## src/sv/oswc_pkg.sv

```systemverilog
// shared types and constants of the word checksum core
`timescale 1ns / 1ps
package oswc_pkg;
    localparam int unsigned AccW  = 64;
    localparam int unsigned WordW = 32;
    localparam int unsigned OpW   = 3;
    localparam int unsigned CntW  = 7;
    localparam int unsigned CfgIdxW = 3;

    typedef logic [AccW-1:0] t_acc;
    typedef logic [OpW-1:0]  t_op;

    localparam t_op OP_XOR = 3'd0;
    localparam t_op OP_ADD = 3'd1;
    localparam t_op OP_SUB = 3'd2;
    localparam t_op OP_MUL = 3'd3;
    localparam t_op OP_DIV = 3'd4;

    localparam logic [CfgIdxW-1:0] REG_INIT_A  = 3'd0;
    localparam logic [CfgIdxW-1:0] REG_INIT_B  = 3'd1;
    localparam logic [CfgIdxW-1:0] REG_INIT_C  = 3'd2;
    localparam logic [CfgIdxW-1:0] REG_VERSION = 3'd3;
    localparam logic [CfgIdxW-1:0] REG_OP0     = 3'd4;
    localparam logic [CfgIdxW-1:0] REG_OP1     = 3'd5;
    localparam logic [CfgIdxW-1:0] REG_OP2     = 3'd6;
    localparam logic [CfgIdxW-1:0] REG_OP3     = 3'd7;

    function automatic logic [WordW-1:0] seed_of(input logic [2:0] idx);
        logic [WordW-1:0] s;
        unique case (idx)
            3'd0: s = 32'hE7F4CB62;
            3'd1: s = 32'hF6A14FFC;
            3'd2: s = 32'hAA5504AF;
            3'd3: s = 32'h871FCDC2;
            3'd4: s = 32'h11BF6A18;
            3'd5: s = 32'hC57292E6;
            3'd6: s = 32'h7927D27E;
            default: s = 32'h2FEC8733;
        endcase
        return s;
    endfunction
endpackage

```

## src/sv/op_selectable_word_checksum_core.sv

```systemverilog
// word checksum core with one shared iterative alu for the four operations
`timescale 1ns / 1ps
// Each input beat runs its four operations one after another on a single
// shared unit. xor, add, subtract and a divide by zero go through operand
// setup and writeback; multiply and divide are bit serial at one bit per cycle
// (setup, 64 steps, writeback). A beat that ends a run also passes through
// the output state. The input is not ready while a beat is in work; the
// result sits in an output register and the next beat is taken meanwhile.
// A second result waits until the first is taken.
module op_selectable_word_checksum_core (
    input  logic        i_clk,
    input  logic        i_rst_n,
    input  logic        i_cfg_valid,
    output logic        o_cfg_ready,
    input  logic [2:0]  i_cfg_index,
    input  logic [31:0] i_cfg_data,
    input  logic        s_axis_tvalid,
    output logic        s_axis_tready,
    input  logic [31:0] s_axis_tdata,  // data_word
    input  logic        s_axis_tuser,  // first_word
    input  logic        s_axis_tlast,  // last_word
    output logic        m_axis_tvalid,
    input  logic        m_axis_tready,
    output logic [31:0] m_axis_tdata,  // checksum
    output logic        m_axis_tuser   // divide_by_zero_seen
);
    import oswc_pkg::*;

    localparam logic [2:0] ST_IDLE = 3'd0;
    localparam logic [2:0] ST_SET  = 3'd1;
    localparam logic [2:0] ST_RUN  = 3'd2;
    localparam logic [2:0] ST_DONE = 3'd3;
    localparam logic [2:0] ST_OUT  = 3'd4;

    logic [31:0] r_init_a, r_init_b, r_init_c;
    logic [2:0]  r_ver;
    t_op         r_op [4];
    t_acc        r_a, r_b, r_c;
    logic        r_dz;
    logic [31:0] r_word;
    logic        r_last;
    logic [2:0]  r_state;
    logic [1:0]  r_step;
    logic [CntW-1:0] r_cnt;
    t_acc        r_x, r_y, r_res, r_rem;
    logic        r_ovalid;
    logic [31:0] r_osum;
    logic        r_odz;

    t_op  w_op;
    t_acc w_x, w_y;
    logic [AccW:0] w_trial;

    assign o_cfg_ready   = 1'b1;
    assign s_axis_tready = (r_state == ST_IDLE);
    assign m_axis_tvalid = r_ovalid;
    assign m_axis_tdata  = r_osum;
    assign m_axis_tuser  = r_odz;

    assign w_op = r_op[r_step];
    always_comb begin
        unique case (r_step)
            2'd0: begin w_x = r_a; w_y = {32'd0, r_word}; end
            2'd1: begin w_x = r_b; w_y = r_c; end
            2'd2: begin w_x = r_c; w_y = r_a; end
            default: begin w_x = r_a; w_y = r_b; end
        endcase
    end

    // restoring division step
    assign w_trial = {r_rem, r_x[AccW-1]} - {1'b0, r_y};

    always_ff @(posedge i_clk) begin
        if (!i_rst_n) begin
            r_init_a <= '0; r_init_b <= '0; r_init_c <= '0; r_ver <= '0;
            for (int k = 0; k < 4; k++) r_op[k] <= OP_XOR;
            r_a <= '0; r_b <= '0; r_c <= '0; r_dz <= 1'b0;
            r_state <= ST_IDLE; r_step <= '0; r_cnt <= '0;
            r_ovalid <= 1'b0;
        end else begin
            if (i_cfg_valid) begin
                unique case (i_cfg_index)
                    REG_INIT_A:  r_init_a <= i_cfg_data;
                    REG_INIT_B:  r_init_b <= i_cfg_data;
                    REG_INIT_C:  r_init_c <= i_cfg_data;
                    REG_VERSION: r_ver <= i_cfg_data[2:0];
                    REG_OP0:     r_op[0] <= i_cfg_data[OpW-1:0];
                    REG_OP1:     r_op[1] <= i_cfg_data[OpW-1:0];
                    REG_OP2:     r_op[2] <= i_cfg_data[OpW-1:0];
                    default:     r_op[3] <= i_cfg_data[OpW-1:0];
                endcase
            end
            if (r_ovalid && m_axis_tready && r_state != ST_OUT) r_ovalid <= 1'b0;
            unique case (r_state)
                ST_IDLE: begin
                    if (s_axis_tvalid && s_axis_tready) begin
                        r_word <= s_axis_tdata;
                        r_last <= s_axis_tlast;
                        r_step <= '0;
                        if (s_axis_tuser) begin
                            r_a <= {32'd0, r_init_a ^ seed_of(r_ver)};
                            r_b <= {32'd0, r_init_b};
                            r_c <= {32'd0, r_init_c};
                            r_dz <= 1'b0;
                        end
                        r_state <= ST_SET;
                    end
                end
                ST_SET: begin
                    r_x <= w_x; r_y <= w_y; r_cnt <= '0;
                    r_rem <= '0; r_res <= '0;
                    unique case (w_op)
                        OP_XOR: begin r_res <= w_x ^ w_y; r_state <= ST_DONE; end
                        OP_ADD: begin r_res <= w_x + w_y; r_state <= ST_DONE; end
                        OP_SUB: begin r_res <= w_x - w_y; r_state <= ST_DONE; end
                        OP_MUL: r_state <= ST_RUN;
                        OP_DIV: begin
                            if (w_y == '0) begin
                                r_res <= '1; r_dz <= 1'b1; r_state <= ST_DONE;
                            end else begin
                                r_state <= ST_RUN;
                            end
                        end
                        default: begin r_res <= w_x; r_state <= ST_DONE; end
                    endcase
                end
                ST_RUN: begin
                    if (w_op == OP_MUL) begin
                        // shift-add, multiplier bits lsb first
                        r_res <= r_res + (r_y[0] ? r_x : '0);
                        r_x   <= r_x << 1;
                        r_y   <= r_y >> 1;
                    end else begin
                        r_x <= r_x << 1;
                        if (!w_trial[AccW]) begin
                            r_rem <= w_trial[AccW-1:0];
                            r_res <= {r_res[AccW-2:0], 1'b1};
                        end else begin
                            r_rem <= {r_rem[AccW-2:0], r_x[AccW-1]};
                            r_res <= {r_res[AccW-2:0], 1'b0};
                        end
                    end
                    r_cnt <= r_cnt + 1'b1;
                    if (r_cnt == CntW'(AccW - 1)) r_state <= ST_DONE;
                end
                ST_DONE: begin
                    unique case (r_step)
                        2'd0: r_a <= r_res;
                        2'd1: r_b <= r_res;
                        2'd2: r_c <= r_res;
                        default: r_a <= r_res;
                    endcase
                    if (r_step == 2'd3) begin
                        r_state <= r_last ? ST_OUT : ST_IDLE;
                    end else begin
                        r_step <= r_step + 1'b1;
                        r_state <= ST_SET;
                    end
                end
                ST_OUT: begin
                    if (!r_ovalid || m_axis_tready) begin
                        r_osum <= r_c[31:0];
                        r_odz <= r_dz;
                        r_ovalid <= 1'b1;
                        r_state <= ST_IDLE;
                    end
                end
                default: r_state <= ST_IDLE;
            endcase
        end
    end

    assert property (@(posedge i_clk) disable iff (!i_rst_n)
        (r_state == ST_OUT) |=> r_ovalid)
        else $error("result not posted");
    assert property (@(posedge i_clk) disable iff (!i_rst_n)
        (r_state == ST_RUN) |-> (w_op == OP_MUL || w_op == OP_DIV))
        else $error("iterating on a single-cycle op");
    assert property (@(posedge i_clk) disable iff (!i_rst_n)
        (r_state != ST_IDLE) |-> !s_axis_tready)
        else $error("ready while busy");
    assert property (@(posedge i_clk) disable iff (!i_rst_n)
        (r_state == ST_DONE && r_step != 2'd3) |=> (r_state == ST_SET))
        else $error("step sequence broken");
endmodule
```

## config.mk

```make
export PLATFORM = sky130hd
export DESIGN_NAME = op_selectable_word_checksum_core
export DESIGN_NICKNAME = d
export VERILOG_FILES = /design/src/sv/oswc_pkg.sv /design/src/sv/op_selectable_word_checksum_core.sv
export SDC_FILE = /design/constraint.sdc
export NUM_CORES = 2
export LEC_CHECK = 0
export ABC_AREA = 1
export BUFFER_PORTS_ARGS = -buffer_cell sky130_fd_sc_hd__buf_2
export CAP_MARGIN = 20
export CORE_MARGIN = 2
export CORE_UTILIZATION = 30
export CTS_CLUSTER_SIZE = 14
export DETAILED_ROUTE_END_ITERATION = 6
export HOLD_SLACK_MARGIN = 0.1
export PLACE_DENSITY = 0.5
export RECOVER_POWER = 50
export SYNTH_ARGS = -nofsm -noshare
export SYNTH_HDL_FRONTEND = slang
export SYNTH_SLANG_ARGS = --single-unit
```

## constraint.sdc

```tcl
create_clock -name i_clk -period 10.75 [get_ports i_clk]
set_clock_uncertainty 0.15 [all_clocks]
set_input_delay 2.15 -clock i_clk [delete_from_list [all_inputs] [get_ports i_clk]]
set_output_delay 2.15 -clock i_clk [all_outputs]
set_load 0.005 [all_outputs]
```

==> impl_metrics.env <==
export IMPL_worst_setup_path_end_kind="flop"
export IMPL_critical_path_max_stage_delay_ps=3000
export IMPL_seq_total_area_yosys_pct=34.5
export IMPL_synthesis_area_per_instance_sq_um=6.67
export IMPL_cts_inserted_buffers=79
export IMPL_min_path_type="flop to flop"
export IMPL_yosys_reg_bits=641
export IMPL_p_sw_share_pct=46.7
export IMPL_die_h_um=400
export IMPL_post_route_cells_drive_above_1_share_pct=5.45
export IMPL_synth_ff_type="sky130_fd_sc_hd__edfxtp_1"
export IMPL_cp_start_kind="primary input"
export IMPL_die_area_sq_um=160000
export IMPL_path_delay_family="buffers and inverters"
export IMPL_synthToLayoutAreaGrowth_pct=11.7
export IMPL_fin_tns_setup_ps=0
export IMPL_viasPerCell=5.35
export IMPL_synth_largest_area_cell="sky130_fd_sc_hd__edfxtp_1"
export IMPL_power_per_cell_area_nw_per_um2=217
export IMPL_fmax_mhz=120
export IMPL_path_class="primary input to flop"
export IMPL_cp_data_required_time_ps=10900
export IMPL_floorplan_rows=145
export IMPL_synth_edff_count=334
export IMPL_routed_wirelength_um=222000
export IMPL_vias=49100
export IMPL_detail_route_iter0_violations=5685
export IMPL_netlist_area_sq_um=46900
export IMPL_period_utilization_pct=77.2
export IMPL_final_hold_viol_count=0
export IMPL_status="finished with violations"
export IMPL_cts_path_max_buffers=3
export IMPL_number_of_h_tree_branching_levels=3
export IMPL_relSlewSlack_pct=-192
export IMPL_grt_total_usage_pct=27.2
export IMPL_cell_internal_pwr_w=0.00606
export IMPL_die_width_um=400
export IMPL_layout_nets=7345
export IMPL_tritoncts_clock_tree="done"
export IMPL_dp_slack_ps=3910
export IMPL_path_buf_inv=3
export IMPL_clk_transition_reported_paths_ps=60
export IMPL_core_area_sq_um=156000
export IMPL_synth_warning_count=0
export IMPL_worst_ep_arrival_ps=8450
export IMPL_yosys_cell_types_count=59
export IMPL_number_of_antenna_violations_at_the_first_check_in_global_routing=7
export IMPL_synth_top_cells_by_area="sky130_fd_sc_hd__edfxtp_1 (21%), sky130_fd_sc_hd__dfxtp_1 (13%), sky130_fd_sc_hd__nand2_1 (13%)"
export IMPL_ys_top_cells_by_count="sky130_fd_sc_hd__nand2_1 (1632), sky130_fd_sc_hd__nor2_1 (970), sky130_fd_sc_hd__o21ai_0 (912)"
export IMPL_syn_nets=7332
export IMPL_cp_max_fo=99
export IMPL_synth_largest_type_area_fraction_pct=21.4
export IMPL_io_buffer_count=108
export IMPL_synthArstFlopShare_pct=0
export IMPL_violated_checks="max-capacitance violations, max-slew violations"
export IMPL_initial_utilization_pct=30.1
export IMPL_via_count_of_the_first_global_routing_pass=46000
export IMPL_tightestPinTransition_ps=4380
export IMPL_top_level_ports=110
export IMPL_final_report_max_slew_violation_count=525
export IMPL_dr_pass1_iters=6
export IMPL_comb_power_share_pct=45.9
export IMPL_power_net_switching_w=0.00531
export IMPL_setup_violations_final=0
export IMPL_p_leak_nw=22.5
export IMPL_postSynthCellCount=7040
export IMPL_cts_hold_fix_buffers=0
export IMPL_grt_pass1_wl_um=318000
export IMPL_p_clk_share_pct=25.1
export IMPL_post_cts_setup_buffers=0
export IMPL_grt_setup_unrepaired="false"
export IMPL_dp_hpwl_um=175000
export IMPL_route_detailed_drc=0
export IMPL_ant_nets=0
export IMPL_global_route_overflow_total=0
export IMPL_cell_chain_of_the_critical_path="clkbuf_1, inv_1, a21oi_1, buf_4"
export IMPL_max_vdd_ir_drop_v=0.000140
export IMPL_cts_resized=0
export IMPL_post_synth_top_count_cell="sky130_fd_sc_hd__nand2_1"
export IMPL_slowest_stage="sky130_fd_sc_hd__clkbuf_1"
export IMPL_worst_slack_ps=2450
export IMPL_pin_count_of_the_biggest_net_entering_global_routing=129
export IMPL_finalWeightedCongestion=0.972
export IMPL_worst_skew_pair_late_latency_ps=720
export IMPL_share_seq_of_total_power_pct=29.0
export IMPL_root_buffer="sky130_fd_sc_hd__clkbuf_16"
export IMPL_post_drt_wl_per_cell_um=24.2
export IMPL_cap_violations=8
export IMPL_fin_crit_ps=8300
export IMPL_clock_sink_total=641
-- path summary, 6_finish.rpt --
kind / endpoint / startpoint / cells after the start / slack, ps
max: r_y[62] / i_rst_n / 4 / 2450
min: r_init_b[21] / r_init_b[21] / 2 / 300
max reg2reg: r_y[34] / r_state[2] / 8 / 3390
min reg2reg: r_init_b[21] / r_init_b[21] / 2 / 300
-- worst register-to-register path, cell delays in order (launching register included) --
cell and delay [ps]:
sky130_fd_sc_hd__dfxtp_1 360, sky130_fd_sc_hd__nor2_1 150, sky130_fd_sc_hd__nand2_1 100, sky130_fd_sc_hd__clkinvlp_2 1850, sky130_fd_sc_hd__clkbuf_1 2520, sky130_fd_sc_hd__clkbuf_1 1170, sky130_fd_sc_hd__buf_16 360, sky130_fd_sc_hd__nand2_1 200
sky130_fd_sc_hd__o21ai_0 200
-- logic make-up after synthesis --
kind of cell / count (synthesis) / share of synthesized area [%]
buffers and inverters: 1110 / 9.19
other: 1 / 0.00799
AND/OR/NAND/NOR: 3112 / 26.9
adder cells (fa/ha/maj): 218 / 5.87
flip-flops: 641 / 34.5
AO/OA/AOI/OAI: 1813 / 20.9
XOR/XNOR: 145 / 2.71
-- metal layers --
layer / global-route usage [%] / vias to the layer above / wire length (um)
li1: - / 23400 / -
met5: 0 / - / 41
met1: 38.5 / 23500 / 101000
met3: 3.63 / 273 / 15900
met4: 7.44 / 6 / 6630
met2: 43.1 / 1954 / 99000
-- area by class of cell --
| type | instances | area (sq um) |
|---|---|---|
| antenna | 3 | 7.51 |
| clock buffer | 101 | 2120 |
| clock inverter | 45 | 622 |
| fill | 17100 | 103000 |
| inverter | 839 | 3160 |
| multi-input combinational | 5289 | 26600 |
| sequential | 641 | 16200 |
| tap | 2058 | 2570 |
| timing repair buffer | 203 | 1240 |
-- flip-flops by register name, indices dropped and copies added, names as in the netlist, 7 cells and up, named ones only --
| signal | count |
|---|---|
| r_init_a | 32 |
| r_cnt | 7 |
| r_x | 64 |
| r_word | 32 |
| r_c | 64 |
| r_a | 64 |
| r_init_c | 32 |
| r_y | 64 |
| m_axis_tdata | 32 |
| r_b | 64 |
| r_res | 64 |
| r_init_b | 32 |
| r_rem | 64 |
| r_op | 12 |
-- placed cells by master, fill, tap and decap left out, drive strengths merged, types with 2 or more instances in the layout --
cell,count
nand2,1639
o21ai,978
nor2,976
inv,834
a21oi,549
edfxtp,334
nand3,309
dfxtp,307
ha,214
buf,176
clkbuf,128
a31oi,88
xor2,87
xnor2,58
nor3,50
nand4,49
o21bai,49
o211ai,44
clkinv,39
or2,32
a221o,25
nand3b,25
nor4,21
a21o,18
o21a,14
a21boi,12
o22ai,10
a22oi,9
bufinv,9
o31ai,6
and3,5
and2,4
fa,4
diode,3
o221ai,2
o2111ai,2
a311oi,2
clkinvlp,2
-- power by group through the flow --
stage	Combinational [W]	Sequential (W)	Clock (W)
after CTS	0.00509	0.00328	0.00290
final	0.00522	0.00330	0.00285
after floorplan	0.00312	0.00320	0
after global routing	0.00564	0.00332	0.00299
after detailed placement	0.00506	0.00333	0
after global placement	0.00508	0.00333	0
-- stage by stage --
step                      instances  area (sq um)  util, %  total power, W  hold WS (ps)
after CTS                      9175         52500     33.7          0.0113           299
after floorplan                7040         46900        -         0.00632           252
final                          9179         52500     33.7          0.0114           299
after detailed placement       9029         49800     31.9         0.00839           290
after global routing           9176         52400     33.7          0.0120           314
after global placement         9027         49700     31.9         0.00841           285
Note: power is estimated with default switching activity, not from simulation.
